--- src/rtl/bxavg_pkg.sv ---
// bxavg_pkg: shared constants, controller state type and the command and
// status groups between controller and datapath of the box average downscaler.
// No dependencies.
package bxavg_pkg;

    // default parameter values
    localparam int MAX_WIDTH_DEF  = 1024;
    localparam int MAX_FACTOR_DEF = 8;

    // fixed field widths
    localparam int PIX_W        = 8;
    localparam int FRAME_REG_W  = 11;
    localparam int FACTOR_REG_W = 4;
    localparam int CFG_IDX_W    = 8;
    localparam int CFG_DATA_W   = 11;

    // divider produces one quotient bit per step
    localparam int DIV_STEP_W = $clog2(PIX_W);

    // register indexes
    localparam logic [CFG_IDX_W-1:0] REG_FRAME_WIDTH  = CFG_IDX_W'(0);
    localparam logic [CFG_IDX_W-1:0] REG_FRAME_HEIGHT = CFG_IDX_W'(1);
    localparam logic [CFG_IDX_W-1:0] REG_BLOCK_WIDTH  = CFG_IDX_W'(2);
    localparam logic [CFG_IDX_W-1:0] REG_BLOCK_HEIGHT = CFG_IDX_W'(3);
    localparam logic [CFG_IDX_W-1:0] REG_COUNT        = CFG_IDX_W'(4);

    // reset values of the registers
    localparam logic [FRAME_REG_W-1:0]  FRAME_WIDTH_RST  = FRAME_REG_W'(160);
    localparam logic [FRAME_REG_W-1:0]  FRAME_HEIGHT_RST = FRAME_REG_W'(210);
    localparam logic [FACTOR_REG_W-1:0] BLOCK_WIDTH_RST  = FACTOR_REG_W'(2);
    localparam logic [FACTOR_REG_W-1:0] BLOCK_HEIGHT_RST = FACTOR_REG_W'(2);

    // controller states
    typedef enum logic [1:0] {
        ST_IDLE,
        ST_UPDATE,
        ST_DIVIDE,
        ST_LOAD
    } ctrl_state_t;

    // controller to datapath
    typedef struct packed {
        logic accept;    // capture pixel, read line store
        logic update;    // write line store, advance counters
        logic div_step;  // one quotient bit
        logic out_load;  // move quotient into output register
    } dp_cmd_t;

    // datapath to controller
    typedef struct packed {
        logic emit;      // current pixel closes a block
        logic div_last;  // last quotient bit this step
        logic out_free;  // output register can take a word
    } dp_status_t;

endpackage

--- src/rtl/bxavg_ctrl.sv ---
// bxavg_ctrl: sequencer for one pixel at a time: update, divide, load output.
// Depends on bxavg_pkg.
module bxavg_ctrl (
    input  logic                    clk,
    input  logic                    rst_n,
    input  logic                    in_valid,
    output logic                    in_ready,
    input  bxavg_pkg::dp_status_t   status,
    output bxavg_pkg::dp_cmd_t      cmd
);
    import bxavg_pkg::*;

    ctrl_state_t state_reg;
    ctrl_state_t state_next;

    // state register
    always_ff @(posedge clk or negedge rst_n)
    begin
        if (!rst_n)
            state_reg <= ST_IDLE;
        else
            state_reg <= state_next;
    end

    // next state
    always_comb
    begin
        state_next = state_reg;
        unique case (state_reg)
            ST_IDLE:
            begin
                if (in_valid)
                    state_next = ST_UPDATE;
            end
            ST_UPDATE:
            begin
                state_next = status.emit ? ST_DIVIDE : ST_IDLE;
            end
            ST_DIVIDE:
            begin
                if (status.div_last)
                    state_next = ST_LOAD;
            end
            ST_LOAD:
            begin
                if (status.out_free)
                    state_next = ST_IDLE;
            end
            default: state_next = ST_IDLE;
        endcase
    end

    // outputs
    always_comb
    begin
        in_ready     = (state_reg == ST_IDLE);
        cmd.accept   = (state_reg == ST_IDLE) && in_valid;
        cmd.update   = (state_reg == ST_UPDATE);
        cmd.div_step = (state_reg == ST_DIVIDE);
        cmd.out_load = (state_reg == ST_LOAD) && status.out_free;
    end

endmodule

--- config.mk ---
export PLATFORM = sky130hd
export DESIGN_NAME = bxavg_ctrl
export DESIGN_NICKNAME = d
export VERILOG_FILES = /design/src/rtl/bxavg_pkg.sv /design/src/rtl/bxavg_ctrl.sv
export SDC_FILE = /design/constraint.sdc
export NUM_CORES = 1
export LEC_CHECK = 0
export ABC_CLOCK_PERIOD_IN_PS = 900
export BUFFER_PORTS_ARGS = -buffer_cell sky130_fd_sc_hd__buf_2
export CORE_AREA = 2 2 39 41
export CTS_BUF_LIST = sky130_fd_sc_hd__clkbuf_16
export DETAILED_ROUTE_END_ITERATION = 10
export DIE_AREA = 0 0 41 43
export HOLD_SLACK_MARGIN = 0.05
export PLACE_DENSITY_LB_ADDON = 0.05
export SLEW_MARGIN = 40
export SYNTH_ARGS = -nofsm -noshare
export SYNTH_HDL_FRONTEND = slang
export SYNTH_SLANG_ARGS = --single-unit
--- constraint.sdc ---
create_clock -name clk -period 0.9 [get_ports clk]
set_input_delay 0.135 -clock clk [delete_from_list [all_inputs] [get_ports clk]]
set_output_delay 0.135 -clock clk [all_outputs]
set_load 0.005 [all_outputs]
==> flow_summary.ini, run 1 <==
[yosys]
ys_warn_count = 0
async_flop_share_pct = 100.0
synth_flop_cell = dfrtp_1
yosys.area.top_type_share_pct = 42.11
seq_area_frac_synth_pct = 42.11
synthCells = 11
avgSynthCellArea_um2 = 10.81
syn-num-nets = 17
synth-seq-cells = 2
synth_top_cell_by_area = dfrtp_1
synth_most_common_cell = dfrtp_1
synth_cell_types = 10
ys_top_cells_by_area = dfrtp_1 (42%), nor3b_2 (11%), a22o_1 (7.4%), a31o_1 (7.4%), and2b_2 (7.4%)
syn_area_um2 = 118.9
synth_edf_count = 0

[global_routing]
grt_max_degree = 8
grt_pass1_vias = 133
grt_pass1_wl_um = 593
grt_use_total_pct = 6.012
grt_antenna_before_repair = 0
grt_overflow = 0

[sta]
layout_setup_ws_ps = -234.8
slew_viol_final = 0
setup_viol = 7
finClkSkew_ps = 3.789
hold_violations = 0
layout_min_cycle_time_ps = 1135
max_slew_margin_pct = 90.01
grt_setup_unrepaired = true
setup-tns-final_ps = -971.9
period_share_pct = 126.1
tightest_slew_ps = 149.2
max_freq_mhz = 881.2

[route]
firstDrtPassIters = 1
vias_per_cell = 3.286
routedWlPerCell_um = 8.452
wl_met2_um = 152
route.met3.wl_um = 70
topRoutingLayerUsed = met3
first_iter_violations = 0
postRouteAntennaNets = 0
drc = 0
vias = 138
wirelength_um = 355
wirelength_met1_um = 133

[clock_tree]
clock-sinks = 2
clockRootBuffer = clkbuf_16
cts_max_path_buffers = 2
cts_inserted_buffers = 3
cts_tree = done
h-tree-depth = 1
clock_latency_ps = 220
path_clk_slew_ps = 30

[placement]
gp_congestion = 0.5745
port_buffers = 10
post-place-cells = 37
pre_cts_slack_ps = -56.08

[worst_setup_path]
crit_required_ps = 760
worstSetupPathType = flop to output pin
end_kind = output pin
cp.arrival_ps = 1000
r2r_cells = 2
cp_cell_sequence = nor3b_2 -> buf_2
critPathLaunchType = flop
cpPeakStageDelay_ps = 440
cpMaxStageDelayCell = dfrtp_2
cp.depth = 2
worst-path-buf-inv = 1
cp_max_fo = 7
cp_top_family = flip-flops

[power_and_ir_drop]
clockPowerShare_pct = 56.5
p_sw_share_pct = 23.59
pwr-share-seq_pct = 18.9
p_int_uw = 896.7
power.density_nw_per_um2 = 4132
irDropWorstVdd_v = 0.0009603
p_leak_nw = 0.1417
comb_power_share_pct = 24.6
netSwitchingPower_uw = 276.8

[min_path]
worstHoldPathCells = 2
hp-class = primary input to flop

[cells_and_area]
nNetsFinal = 34
fin_util_pct = 20.52
drive_gt1_share_pct = 76.92
fillers = 155
diodes = 0
instances_no_fill = 42
area_growth_pct = 138.9

[run]
cap_violations = 0

[floorplan]
core_um2 = 1384
die_w_um = 41
pin_count = 11
die_area_um2 = 1763
initial_utilization_pct = 8.590
die_h_um = 43
floorplan.rows = 14

[outcome]
violations = negative setup slack
status = finished, violations left
logic make-up after synthesis:
family          count (synthesis)  share of synthesized area (%)
simple gates                    7                          43.16
flops                           2                          42.11
compound gates                  2                          14.74
worst paths after layout:
kind | from | end | slack (ps)
worst min-delay path | status[2] | flop | 160
worst max-delay path | flop | cmd[3] | -230
max in group asynchronous | rst_n | async pin | 550
worst max register to register | state_reg[0] | state_reg[0] | -50
min in group asynchronous | rst_n | state_reg[0] | 230
worst min register to register | flop | state_reg[0] | 590
timing repair:
action / in CTS / in global routing
setup buffers: 1 / 1
endpoints found under the setup margin: 7 / 7
endpoints found under the hold margin: 2 / 0
hold buffers: 1 / 0
pin swaps: 1 / 3
gates resized for setup: 1 / 1
cells in the final DEF (no fill, tap or decap):
cell type / count
buf_2: 10
clkbuf_16: 3
dfrtp_2: 2
nor2_1: 1
nor2b_2: 1
and2b_2: 1
nor3b_2: 1
and3_2: 1
nand2_1: 1
or2_0: 1
a31o_1: 1
a22o_1: 1
dlygate4sd3_1: 1
buf_4: 1
routing by layer:
layer	up-vias	track usage [%]
li1	71	-
met2	9	6.250
met1	58	6.070
met3	0	7.853
met4	0	4.000
met5	-	0
power by group through the flow:
stage	Combinational, mW	Clock [mW]	Sequential [mW]
floorplan	0.159	0	0.197
global placement	0.272	0	0.222
detailed placement	0.271	0	0.215
CTS	0.297	0.680	0.218
global route	0.337	0.693	0.234
finish	0.289	0.663	0.222
stage by stage:
| stage | power [mW] | instance area, um^2 | hold WS (ps) |
|---|---|---|---|
| after floorplan | 0.3565 | 118.9 | -160.6 |
| after global placement | 0.4943 | 188.9 | -76.26 |
| after detailed placement | 0.4858 | 188.9 | -74.46 |
| after CTS | 1.195 | 282.8 | 154.9 |
| after global routing | 1.264 | 284.0 | 192.7 |
| final | 1.174 | 284.0 | 161.1 |
final cells by class:
| cell class | count | area [um^2] | share of cell area, % |
|---|---|---|---|
| tap | 16 | 20.02 | 7.048 |
| timing repair buffer | 12 | 67.56 | 23.79 |
| multi-input combinational | 9 | 68.82 | 24.23 |
| clock buffer | 3 | 75.07 | 26.43 |
| sequential | 2 | 52.55 | 18.50 |
(Power assumes the default switching activity.)
==> run 2: changes to the inputs <==
Settings changed: ABC_AREA from default to 1.
==> run 2 against run 1 <==
The run still ends with negative setup slack left; largest power group unchanged; fmax increased by 4.1%; sequential power is 8% higher; global-route usage increased by 0.60 points; clock power about the same; die area is the same; flip-flop and latch count unchanged; area after synthesis is 11% higher; worst hold slack got worse by 31 ps; total power grew 11%; critical endpoint is now cmd[0]; cell count increased by 24%.
==> flow_summary.ini, run 2 <==
[worst_setup_path]
cp.arrival_ps = 960
end_kind = output pin
crit_required_ps = 760
worstSetupPathType = flop to output pin
cp_max_fo = 6
rr_startpoint = state_reg[0]
critPathLaunchType = flop

[floorplan]
pin_count = 11
die_w_um = 41
initial_utilization_pct = 9.494
floorplan.rows = 14
die_h_um = 43
die_area_um2 = 1763
core_um2 = 1384

[yosys]
avgSynthCellArea_um2 = 6.256
synth-seq-cells = 2
async_flop_share_pct = 100.0
yosys.area.top_type_share_pct = 38.10
synth_edf_count = 0
ys_warn_count = 0
ys_top_cells_by_area = dfrtp_1 (38%), nand2_1 (17%), inv_1 (8.6%), nor3_1 (7.6%), nor2_1 (5.7%)
synth_cell_types = 11
syn-num-nets = 27
synth_flop_cell = dfrtp_1
syn_area_um2 = 131.4
synth_top_cell_by_area = dfrtp_1
synth_most_common_cell = nand2_1
yosys-top-cells-count = nand2_1 (6), inv_1 (3), dfrtp_1 (2), nor2_1 (2), nor3_1 (2)
seq_area_frac_synth_pct = 38.10
synthCells = 21

[route]
firstDrtPassIters = 2
first_iter_violations = 2
vias_per_cell = 3.462
routedWlPerCell_um = 8.135
vias = 180
wirelength_um = 423
postRouteAntennaNets = 0
drc = 0

[power_and_ir_drop]
irDropWorstVdd_v = 0.001555
power.density_nw_per_um2 = 4129
p_total_mw = 1.302
p_leak_nw = 0.1629

[sta]
setup_viol = 6
max_slew_margin_pct = 90.29
hold_ws_ps = 130.1
finClkSkew_ps = 0.7776
tightest_slew_ps = 145.7
grt_setup_unrepaired = true
slew_viol_final = 0
hold_violations = 0
layout_min_cycle_time_ps = 1090
period_share_pct = 121.1
max_freq_mhz = 917.4
layout_setup_ws_ps = -190.1

[global_routing]
grt_use_total_pct = 6.613
grt_antenna_before_repair = 0
grt_max_degree = 7
grt_overflow = 0
grt_pass1_vias = 190
grt_pass1_wl_um = 752

[clock_tree]
clock-sinks = 2
clock_latency_ps = 220
path_clk_slew_ps = 30
h-tree-depth = 1
cts_tree = done
cts_inserted_buffers = 3
cts_max_path_buffers = 2
clockRootBuffer = clkbuf_16

[cells_and_area]
drive_gt1_share_pct = 66.67
diodes = 0
nNetsFinal = 44
design_area_um2 = 315.3
regArea_um2 = 52.55
fillers = 165
multi_input_area_um2 = 81.33
area_growth_pct = 140.0
layout_common_cells = buf_2 (10), nand2_1 (6), nor2_2 (3), clkbuf_16 (3)
final_common_cell = buf_2

[placement]
pre_cts_slack_ps = -55.78
dpl.hpwl_um = 308.1
place_area_um2 = 201.4
port_buffers = 10
gp_congestion = 0.5631

[min_path]
hold_start = status[2]
hp-class = primary input to flop

[outcome]
status = finished, violations left
violations = negative setup slack

[run]
cap_violations = 0
## run 2: changes by cell type after synthesis, sizes merged, moves of 2 or more
cell,change
nor2,+2
nor3,+2
nand2,+5
inv,+4
## run 2: stage by stage
stage	util, %	setup TNS [ps]	instances
after floorplan	-	0	21
after global placement	14.56	-204.0	47
after detailed placement	14.56	-176.8	47
after CTS	21.97	-965.7	52
after global routing	22.78	-1384	52
final	22.78	-919.1	52
## run 2: cells by family (layout without fill, tap and decap cells)
logic type	count (synthesis)	in the layout	synth area share, %
and+or+nand+nor	13	13	43.81
AOI/OAI and AO/OA	1	1	3.806
buffers and inverters	5	20	14.28
DFF	2	2	38.10
## run 2: per-layer routing
metal	up-vias	track usage (%)	wire, um
met3	0	4.712	43
met1	78	7.348	173
met4	0	4.000	0
li1	95	-	-
met2	7	8.750	205
met5	-	0	0
## run 2: cell type report
type | count | share of cell area [%]
Inverter | 5 | 5.952
Multi-Input combinational cell | 14 | 25.79
Clock buffer | 3 | 23.81
Timing Repair Buffer | 12 | 21.43
Tap cell | 16 | 6.349
Sequential cell | 2 | 16.67
## run 2: timing repair
action	4_1_cts	5_1_grt
gates resized for setup	5	3
pin swaps	2	3
hold endpoints to repair	2	0
hold buffers	1	0
buffers inserted	1	0
setup endpoints to repair	7	7
## run 2: final timing paths
check                      cells after the start      endpoint  slack [ps]
setup / recovery                               3        cmd[0]        -190
hold / removal                                 3          flop         130
setup reg to reg                               5          flop        -130
hold reg to reg                                2          flop         580
max in group asynchronous                      2     async pin         560
min in group asynchronous                      2  state_reg[0]         240
## run 2: worst max-delay path, stage by stage, from the launching register on
cell and delay (ps):
dfrtp_2 420, inv_2 60, nor3_2 130, buf_2 130
## run 2: power breakdown
part	switching, mW	internal (mW)
Combinational	0.202	0.198
Clock	0.0970	0.565
Sequential	0.0938	0.146
Total	0.393	0.909
