## config.mk

```make
export PLATFORM = sky130hd
export DESIGN_NAME = bxavg_cfg_flat
export DESIGN_NICKNAME = d
export VERILOG_FILES = /design/src/rtl/bxavg_pkg.sv /design/src/rtl/bxavg_if.sv /design/src/rtl/bxavg_cfg.sv /design/src/flat_wrapper.sv
export SDC_FILE = /design/constraint.sdc
export NUM_CORES = 1
export LEC_CHECK = 0
export ABC_CLOCK_PERIOD_IN_PS = 1200
export BUFFER_PORTS_ARGS = -buffer_cell sky130_fd_sc_hd__clkbuf_2
export CAP_MARGIN = 10
export CORE_MARGIN = 8
export CORE_UTILIZATION = 26
export CTS_CLUSTER_DIAMETER = 200
export CTS_CLUSTER_SIZE = 12
export DETAILED_ROUTE_END_ITERATION = 8
export PLACE_DENSITY = 0.57
export SKIP_LAST_GASP = 1
export SLEW_MARGIN = 20
export SYNTH_ARGS = -nofsm -noshare
export SYNTH_HDL_FRONTEND = slang
export SYNTH_SLANG_ARGS = --single-unit
```

## constraint.sdc

```tcl
create_clock -name clk -period 1.2 [get_ports clk]
set_input_delay 0.06 -clock clk [delete_from_list [all_inputs] [get_ports clk]]
set_output_delay 0.06 -clock clk [all_outputs]
set_load 0.01 [all_outputs]
```

## src/rtl/bxavg_pkg.sv

```systemverilog
// bxavg_pkg: shared constants, controller state type and the command and
// status groups between controller and datapath of the box average downscaler.
// No dependencies.
package bxavg_pkg;

    // default parameter values
    localparam int MAX_WIDTH_DEF  = 1024;
    localparam int MAX_FACTOR_DEF = 8;

    // fixed field widths
    localparam int PIX_W        = 8;
    localparam int FRAME_REG_W  = 11;
    localparam int FACTOR_REG_W = 4;
    localparam int CFG_IDX_W    = 8;
    localparam int CFG_DATA_W   = 11;

    // divider produces one quotient bit per step
    localparam int DIV_STEP_W = $clog2(PIX_W);

    // register indexes
    localparam logic [CFG_IDX_W-1:0] REG_FRAME_WIDTH  = CFG_IDX_W'(0);
    localparam logic [CFG_IDX_W-1:0] REG_FRAME_HEIGHT = CFG_IDX_W'(1);
    localparam logic [CFG_IDX_W-1:0] REG_BLOCK_WIDTH  = CFG_IDX_W'(2);
    localparam logic [CFG_IDX_W-1:0] REG_BLOCK_HEIGHT = CFG_IDX_W'(3);
    localparam logic [CFG_IDX_W-1:0] REG_COUNT        = CFG_IDX_W'(4);

    // reset values of the registers
    localparam logic [FRAME_REG_W-1:0]  FRAME_WIDTH_RST  = FRAME_REG_W'(160);
    localparam logic [FRAME_REG_W-1:0]  FRAME_HEIGHT_RST = FRAME_REG_W'(210);
    localparam logic [FACTOR_REG_W-1:0] BLOCK_WIDTH_RST  = FACTOR_REG_W'(2);
    localparam logic [FACTOR_REG_W-1:0] BLOCK_HEIGHT_RST = FACTOR_REG_W'(2);

    // controller states
    typedef enum logic [1:0] {
        ST_IDLE,
        ST_UPDATE,
        ST_DIVIDE,
        ST_LOAD
    } ctrl_state_t;

    // controller to datapath
    typedef struct packed {
        logic accept;    // capture pixel, read line store
        logic update;    // write line store, advance counters
        logic div_step;  // one quotient bit
        logic out_load;  // move quotient into output register
    } dp_cmd_t;

    // datapath to controller
    typedef struct packed {
        logic emit;      // current pixel closes a block
        logic div_last;  // last quotient bit this step
        logic out_free;  // output register can take a word
    } dp_status_t;

endpackage

```

## src/rtl/bxavg_if.sv

```systemverilog


interface bxavg_cfg_if;
    import bxavg_pkg::*;
    logic                  valid;
    logic                  ready;
    logic [CFG_IDX_W-1:0]  index;
    logic [CFG_DATA_W-1:0] data;
    modport source (output valid, output index, output data, input ready);
    modport sink (input valid, input index, input data, output ready);
endinterface

```

## src/rtl/bxavg_cfg.sv

```systemverilog
// bxavg_cfg: configuration registers with range clamping and frame restart.
// Depends on bxavg_pkg and bxavg_if.
module bxavg_cfg #(
    parameter int MAX_WIDTH  = bxavg_pkg::MAX_WIDTH_DEF,
    parameter int MAX_FACTOR = bxavg_pkg::MAX_FACTOR_DEF
) (
    input  logic                                 clk,
    input  logic                                 rst_n,
    bxavg_cfg_if.sink                            cfg,
    output logic [$clog2(MAX_WIDTH+1)-1:0]       frame_w,
    output logic [$clog2(MAX_WIDTH+1)-1:0]       frame_h,
    output logic [$clog2(MAX_FACTOR+1)-1:0]      block_w,
    output logic [$clog2(MAX_FACTOR+1)-1:0]      block_h,
    output logic                                 restart
);
    import bxavg_pkg::*;

    localparam int FDW = $clog2(MAX_WIDTH+1);
    localparam int FFW = $clog2(MAX_FACTOR+1);

    logic [FRAME_REG_W-1:0]  frame_width_reg;
    logic [FRAME_REG_W-1:0]  frame_height_reg;
    logic [FACTOR_REG_W-1:0] block_width_reg;
    logic [FACTOR_REG_W-1:0] block_height_reg;
    logic                    write;

    assign cfg.ready = 1'b1;
    assign write     = cfg.valid;
    assign restart   = write && (cfg.index < REG_COUNT);

    // register writes
    always_ff @(posedge clk or negedge rst_n)
    begin
        if (!rst_n)
        begin
            frame_width_reg  <= FRAME_WIDTH_RST;
            frame_height_reg <= FRAME_HEIGHT_RST;
            block_width_reg  <= BLOCK_WIDTH_RST;
            block_height_reg <= BLOCK_HEIGHT_RST;
        end
        else if (write)
        begin
            unique case (cfg.index)
                REG_FRAME_WIDTH:  frame_width_reg  <= cfg.data;
                REG_FRAME_HEIGHT: frame_height_reg <= cfg.data;
                REG_BLOCK_WIDTH:  block_width_reg  <= cfg.data[FACTOR_REG_W-1:0];
                REG_BLOCK_HEIGHT: block_height_reg <= cfg.data[FACTOR_REG_W-1:0];
                default:          ;
            endcase
        end
    end

    // clamp frame size to 1..MAX_WIDTH
    always_comb
    begin
        if (frame_width_reg == '0)
            frame_w = FDW'(1);
        else if (32'(frame_width_reg) > MAX_WIDTH)
            frame_w = FDW'(MAX_WIDTH);
        else
            frame_w = FDW'(frame_width_reg);

        if (frame_height_reg == '0)
            frame_h = FDW'(1);
        else if (32'(frame_height_reg) > MAX_WIDTH)
            frame_h = FDW'(MAX_WIDTH);
        else
            frame_h = FDW'(frame_height_reg);
    end

    // clamp block factors to 1..MAX_FACTOR
    always_comb
    begin
        if (block_width_reg == '0)
            block_w = FFW'(1);
        else if (32'(block_width_reg) > MAX_FACTOR)
            block_w = FFW'(MAX_FACTOR);
        else
            block_w = FFW'(block_width_reg);

        if (block_height_reg == '0)
            block_h = FFW'(1);
        else if (32'(block_height_reg) > MAX_FACTOR)
            block_h = FFW'(MAX_FACTOR);
        else
            block_h = FFW'(block_height_reg);
    end

endmodule

```

## src/flat_wrapper.sv

```systemverilog
// flat-port wrapper written by rule: the top's interface ports become plain ports
module bxavg_cfg_flat import bxavg_pkg::*;
#(
    parameter int MAX_WIDTH  = bxavg_pkg::MAX_WIDTH_DEF,
    parameter int MAX_FACTOR = bxavg_pkg::MAX_FACTOR_DEF
)
  (clk, rst_n, frame_w, frame_h, block_w, block_h, restart, cfg_valid, cfg_index, cfg_data, cfg_ready);
  bxavg_cfg_if cfg_i ();
  input  logic clk;
  input  logic rst_n;
  output logic [$clog2(MAX_WIDTH+1)-1:0] frame_w;
  output logic [$clog2(MAX_WIDTH+1)-1:0] frame_h;
  output logic [$clog2(MAX_FACTOR+1)-1:0] block_w;
  output logic [$clog2(MAX_FACTOR+1)-1:0] block_h;
  output logic restart;
  input wire logic [$bits(cfg_i.valid)-1:0] cfg_valid;
  input wire logic [$bits(cfg_i.index)-1:0] cfg_index;
  input wire logic [$bits(cfg_i.data)-1:0] cfg_data;
  output wire logic [$bits(cfg_i.ready)-1:0] cfg_ready;
  assign cfg_i.valid = cfg_valid;
  assign cfg_i.index = cfg_index;
  assign cfg_i.data = cfg_data;
  assign cfg_ready = cfg_i.ready;
  bxavg_cfg #(.MAX_WIDTH(MAX_WIDTH), .MAX_FACTOR(MAX_FACTOR)) u_core (.clk(clk), .rst_n(rst_n), .cfg(cfg_i), .frame_w(frame_w), .frame_h(frame_h), .block_w(block_w), .block_h(block_h), .restart(restart));
endmodule
```

==> results of run 1 <==
## layer usage
layer	vias up	GRT usage (%)	share of wire [%]
li1	510	-	-
met1	518	9.596	43
met2	24	13.93	50
met3	2	3.504	5.3
met4	0	4.502	1.4
met5	-	0	0
## cell type report
class	count	area [um^2]	share of cell area (%)
Timing Repair Buffer	62	379.1	18.52
Sequential cell	30	763.2	37.29
Multi-Input combinational cell	77	723.2	35.33
Clock inverter	1	5.005	0.2445
Clock buffer	7	86.33	4.218
Tap cell	72	90.09	4.401
## worst paths after layout
check	cells past startpoint	startpoint	end
hold reg to reg	1	u_core.block_height_reg[0]	u_core.block_height_reg[0]
setup reg to reg	2	u_core.frame_width_reg[10]	u_core.frame_width_reg[10]
max in group asynchronous	3	rst_n	u_core.frame_width_reg[5]
hold / removal	2	cfg_data[6]	u_core.frame_height_reg[6]
setup / recovery	4	u_core.frame_width_reg[6]	frame_w[0]
min in group asynchronous	2	rst_n	u_core.frame_height_reg[9]
## placed cells by master (no fill, tap or decap), types with 2 or more instances in the layout
| master | synthesis | final |
|---|---|---|
| dfstp_2 | 8 | 8 |
| nor2b_1 | 22 | 19 |
| buf_2 | 0 | 5 |
| mux2_4 | 10 | 10 |
| buf_4 | 2 | 5 |
| dfrtp_2 | 0 | 2 |
| nor4_2 | 0 | 3 |
| mux2_2 | 20 | 20 |
| clkbuf_2 | 0 | 47 |
| a31oi_1 | 2 | 2 |
| clkbuf_8 | 0 | 6 |
| buf_12 | 0 | 3 |
| dfrtp_1 | 22 | 20 |
| nor2b_2 | 0 | 2 |
| nor2_1 | 11 | 11 |
## metrics by stage
| step | hold WS (ns) | worst slack, ns | power [mW] | std cells |
|---|---|---|---|---|
| 3_5_place_dp | -0.04158 | -0.1538 | 1.485 | 238 |
| 4_1_cts | 0.02077 | -0.1974 | 2.334 | 248 |
| 2_1_floorplan | -0.2356 | 0.02690 | 1.301 | 116 |
| 6_report | 0.03704 | -0.1800 | 2.306 | 249 |
| 5_1_grt | 0.03168 | -0.3107 | 2.436 | 249 |
| 3_3_place_gp | -0.04295 | -0.1167 | 1.484 | 238 |
## report_power, final
part / internal, mW / switching, mW
combinational: 0.198 / 0.174
clock: 0.461 / 0.352
sequential: 1.07 / 0.0492
total: 1.73 / 0.574
## logic make-up (layout without fill, tap and decap cells)
| kind of cell | count (synthesis) | after routing | synth area share, % |
|---|---|---|---|
| buf+inv | 9 | 70 | 3.282 |
| compound gates | 2 | 2 | 0.8416 |
| other cells | 1 | 1 | 0.2523 |
| mux | 30 | 30 | 25.25 |
| simple gates | 44 | 44 | 19.19 |
| flops | 30 | 30 | 51.18 |
## what timing repair did
item / in CTS / in global routing
buffers inserted: 1 / 1
pin swaps: 3 / 0
endpoints found under the hold margin: 24 / 0
endpoints found under the setup margin: 3 / 16
cloned: 0 / 0
hold buffers: 1 / 0
gates resized for setup: 4 / 13
==> run_results.csv, run 1 <==
group,metric,value,unit
route,dr.pass1.iters,4,
status,outcome,"complete, but fails checks",
timing,finalSetupTns,-0.3543,ns
yosys,async_flop_share,100.0,%
min_path,hp-class,"in2reg",
timing,rsz0062_at_grt,"yes",
die,start_util,26.99,%
clocking,h-tree-depth,2,
global_routing,gr-total-overflow,0,
die,io_pins,54,
clocking,clkSlewWorstSetupHoldPaths,0.06,ns
worst_setup_path,r2r_slack,0.20,ns
die,die_w,91.61,um
power_and_ir_drop,power.density,1126,nW/um^2
cells_and_area,fill_cells,540,
timing,period_needed,1.380,ns
cells_and_area,final_util,37.17,%
die,rows,27,
die,core,5507,um^2
die,die_area,8392,um^2
power_and_ir_drop,peakVddDrop,0.4936,mV
worst_setup_path,cpLargestDelayFamily,"flip-flops",
yosys,synth_common_cells,"dfrtp_1 (22), nor2b_1 (22), mux2_2 (20)",
timing,fmax,724.6,MHz
timing,hold_viol_final,0,
yosys,synth_top_area_share,37.04,%
route,num_vias,1054,
cells_and_area,antenna_cells,0,
place,port_buffers,52,
die,die_h,91.61,um
clocking,cts_root_buf,"clkbuf_8",
clocking,cts_buffers,5,
worst_setup_path,cp_cell_sequence,"nor4_2, a31oi_1, nor2_1, clkbuf_2",
cells_and_area,fin_area,2047,um^2
yosys,postSynthAreaPerCell,12.81,um^2
worst_setup_path,critPathLaunchType,"register",
clocking,cts_tree,"built",
yosys,synth-warning-count,0,
place,place_congestion,0.7572,
yosys,synth_top_flop_cell,"dfrtp_1",
global_routing,grt_max_degree,16,
run,maxCapViolations,0,
worst_setup_path,worst_path_largest_cell_delay,0.40,ns
route,wl_per_cell,13.91,um
clocking,cts_sinks,30,
yosys,syn_area,1486,um^2
worst_setup_path,cp-end-kind,"output port",
global_routing,grt_pass1_vias,1111,
yosys,synth_cells,116,
timing,setup_viol_count_final,5,
cells_and_area,syn2layout_area_growth,37.71,%
global_routing,grt_usage,8.637,%
cells_and_area,drive_above_1_share,67.80,%
place,post-dp-hpwl,2.687,mm
worst_setup_path,required,1.14,ns
yosys,synth_edf_count,0,
worst_setup_path,path_max_fanout,3,
yosys,synth_nets,138,
route,drt_wl_total,3.463,mm
route,drc_errors,0,
yosys,ys_types,19,
worst_setup_path,critPathBufInv,1,
worst_setup_path,cp_slowest_cell,"dfrtp_1",
worst_setup_path,arrival,1.32,ns
yosys,synth-seq-cells,30,
timing,drv_slew,0,
yosys,ys_top_cells_by_area,"dfrtp_1 (37%), mux2_2 (15%), dfstp_2 (14%)",
place,postPlaceCellArea,1878,um^2
power_and_ir_drop,p_leak,1.093,nW
route,drtIter0Drc,86,
timing,setup_ws,-0.1800,ns
clocking,cts_buffer_depth,2,
clocking,insertion_delay,0.28,ns
timing,fin_crit_sh,115.0,%
global_routing,antenna_found_initial,0,
yosys,yosys.area.top_type,"dfrtp_1",
cells_and_area,num-nets-final,198,
yosys,ys_seq_area_share,51.18,%
worst_setup_path,crit_type,"reg2out",
timing,clock-skew-final,0,ns
route,viasPerCell,4.233,
global_routing,grt_pass1_wl,5.754,mm
route,postRouteAntennaNets,0,
status,violations,"setup timing",
Note: power is estimated with default switching activity, not from simulation.
==> run 2: changes to the inputs <==
--- a/config.mk
+++ b/config.mk
@@ -14,6 +14,7 @@
 export CTS_CLUSTER_SIZE = 12
 export DETAILED_ROUTE_END_ITERATION = 8
 export PLACE_DENSITY = 0.57
+export SETUP_SLACK_MARGIN = 0.15
 export SKIP_LAST_GASP = 1
 export SLEW_MARGIN = 20
 export SYNTH_ARGS = -nofsm -noshare
==> run 2 against run 1 <==
  * The run still ends with setup timing left
  * Sequential power hardly changed
  * Power is 3.0% higher
  * Routed wire length is 13% higher
  * Core utilization is 3.9 points higher
  * Fmax is 0.16% lower
  * Critical path depth stayed put
  * Clock skew stayed put
  * Setup slack worse by 0.0022 ns
  * Highest routed layer unchanged
  * Non-clock buffer count is 13 higher
  * Global-route usage is 0.73 points higher
==> run_results.csv, run 2 (synthesized netlist as in run 1, its figures left out) <==
group,metric,value,unit
place,place_congestion,0.7076,
worst_setup_path,required,1.14,ns
worst_setup_path,path_max_fanout,3,
run,maxCapViolations,0,
worst_setup_path,critPathLaunchType,"register",
timing,clock-skew-final,0,ns
cells_and_area,num-nets-final,211,
timing,setup_ws,-0.1822,ns
timing,hold_viol_final,0,
route,postRouteAntennaNets,0,
worst_setup_path,arrival,1.32,ns
cells_and_area,antenna_cells,0,
worst_setup_path,cp_cell_sequence,"nor4_2, a31oi_1, nor2_1, clkbuf_2",
route,drtIter0Drc,37,
clocking,cts_buffers,5,
die,io_pins,54,
clocking,cts_sinks,30,
place,port_buffers,52,
route,num_vias,1124,
worst_setup_path,cpLargestDelayFamily,"flip-flops",
timing,period_needed,1.382,ns
clocking,h-tree-depth,2,
clocking,cts_tree,"built",
cells_and_area,fill_cells,533,
status,violations,"setup timing",
global_routing,grt_pass1_vias,1238,
global_routing,grt_pass1_wl,6.306,mm
cells_and_area,drive_above_1_share,71.58,%
timing,fmax,723.5,MHz
clocking,cts_root_buf,"clkbuf_8",
clocking,insertion_delay,0.27,ns
clocking,clkSlewWorstSetupHoldPaths,0.06,ns
timing,rsz0062_at_grt,"yes",
global_routing,gr-total-overflow,0,
route,wl_per_cell,14.90,um
worst_setup_path,critPathBufInv,1,
route,viasPerCell,4.290,
worst_setup_path,cp_slowest_cell,"dfrtp_1",
power_and_ir_drop,power.density,1051,nW/um^2
cells_and_area,final_common_cell,"clkbuf_2",
clocking,cts_buffer_depth,2,
cells_and_area,syn2layout_area_growth,52.02,%
route,drt_wl_total,3.904,mm
die,rows,27,
global_routing,antenna_found_initial,0,
route,drc_errors,0,
worst_setup_path,crit_type,"reg2out",
route,dr.pass1.iters,6,
worst_setup_path,cp-end-kind,"output port",
power_and_ir_drop,p_leak,1.204,nW
global_routing,grt_max_degree,31,
status,outcome,"complete, but fails checks",
timing,fin_crit_sh,115.2,%
place,dp.cells,237,
timing,drv_slew,0,
power_and_ir_drop,peakVddDrop,0.4644,mV
place,postPlaceCellArea,1846,um^2
place,post-dp-hpwl,2.749,mm
cells_and_area,final_cells,262,
die,die_h,91.61,um
min_path,hp-class,"in2reg",
timing,finalSetupTns,-0.3617,ns
cells_and_area,final_cell_mix,"clkbuf_2 (26), mux2_2 (19), dfrtp_1 (19)",
die,core,5507,um^2
cells_and_area,fin_area,2260,um^2
die,die_area,8392,um^2
timing,setup_viol_count_final,2,
worst_setup_path,worst_path_largest_cell_delay,0.40,ns
global_routing,grt_usage,9.364,%
die,start_util,26.99,%
die,die_w,91.61,um
## run 2: repair_timing
action | 4_1_cts | 5_1_grt
hold buffers | 1 | 0
setup endpoints to repair | 33 | 45
pin swaps | 4 | 5
gates resized for setup | 13 | 49
hold endpoints to repair | 22 | 0
cloned | 1 | 0
setup buffers | 9 | 6
## run 2: final timing paths
kind | slack [ns] | endpoint | startpoint | cells after the start
setup / recovery | -0.18 | frame_w[0] | u_core.frame_width_reg[6] | 4
hold / removal | 0.04 | u_core.frame_width_reg[6] | cfg_data[6] | 2
setup reg to reg | 0.14 | u_core.frame_height_reg[10] | u_core.frame_height_reg[10] | 3
hold reg to reg | 0.53 | u_core.block_height_reg[0] | u_core.block_height_reg[0] | 1
max in group asynchronous | 0.54 | u_core.block_width_reg[1] | rst_n | 3
min in group asynchronous | 0.33 | u_core.frame_height_reg[0] | rst_n | 3
## run 2: final cells by class
class / count / area [um^2] / share of cell area (%)
repair buffers: 75 / 553.0 / 24.47
clock inverters: 1 / 5.005 / 0.2215
clock buffers: 7 / 86.33 / 3.821
flip-flops and latches: 30 / 764.5 / 33.83
well taps: 72 / 90.09 / 3.987
multi-input cells: 77 / 760.7 / 33.67
## run 2: through the flow
stage          util (%)  hold slack (ns)  power, mW  setup WS [ns]
5_1_grt           41.04          0.02810      2.504        -0.2498
3_3_place_gp      33.52          0.09829      1.474        -0.1191
3_5_place_dp      33.52          0.09677      1.480        -0.1543
6_report          41.04          0.04352      2.375        -0.1822
2_1_floorplan         -          -0.2356      1.301        0.03360
4_1_cts           38.31          0.03415      2.360        -0.2085
## run 2: power breakdown
part	internal (mW)	leakage (nW)	switching, mW
clock	0.462	0.0482	0.354
combinational	0.245	0.774	0.192
sequential	1.07	0.381	0.0503
## run 2: per-layer routing
metal / global-route usage [%] / share of wire, % / up-vias
met5: 0 / 0 / -
met4: 2.046 / 0.18 / 0
met3: 4.401 / 6.7 / 2
met2: 15.55 / 50 / 33
met1: 10.69 / 43 / 545
li1: - / - / 544
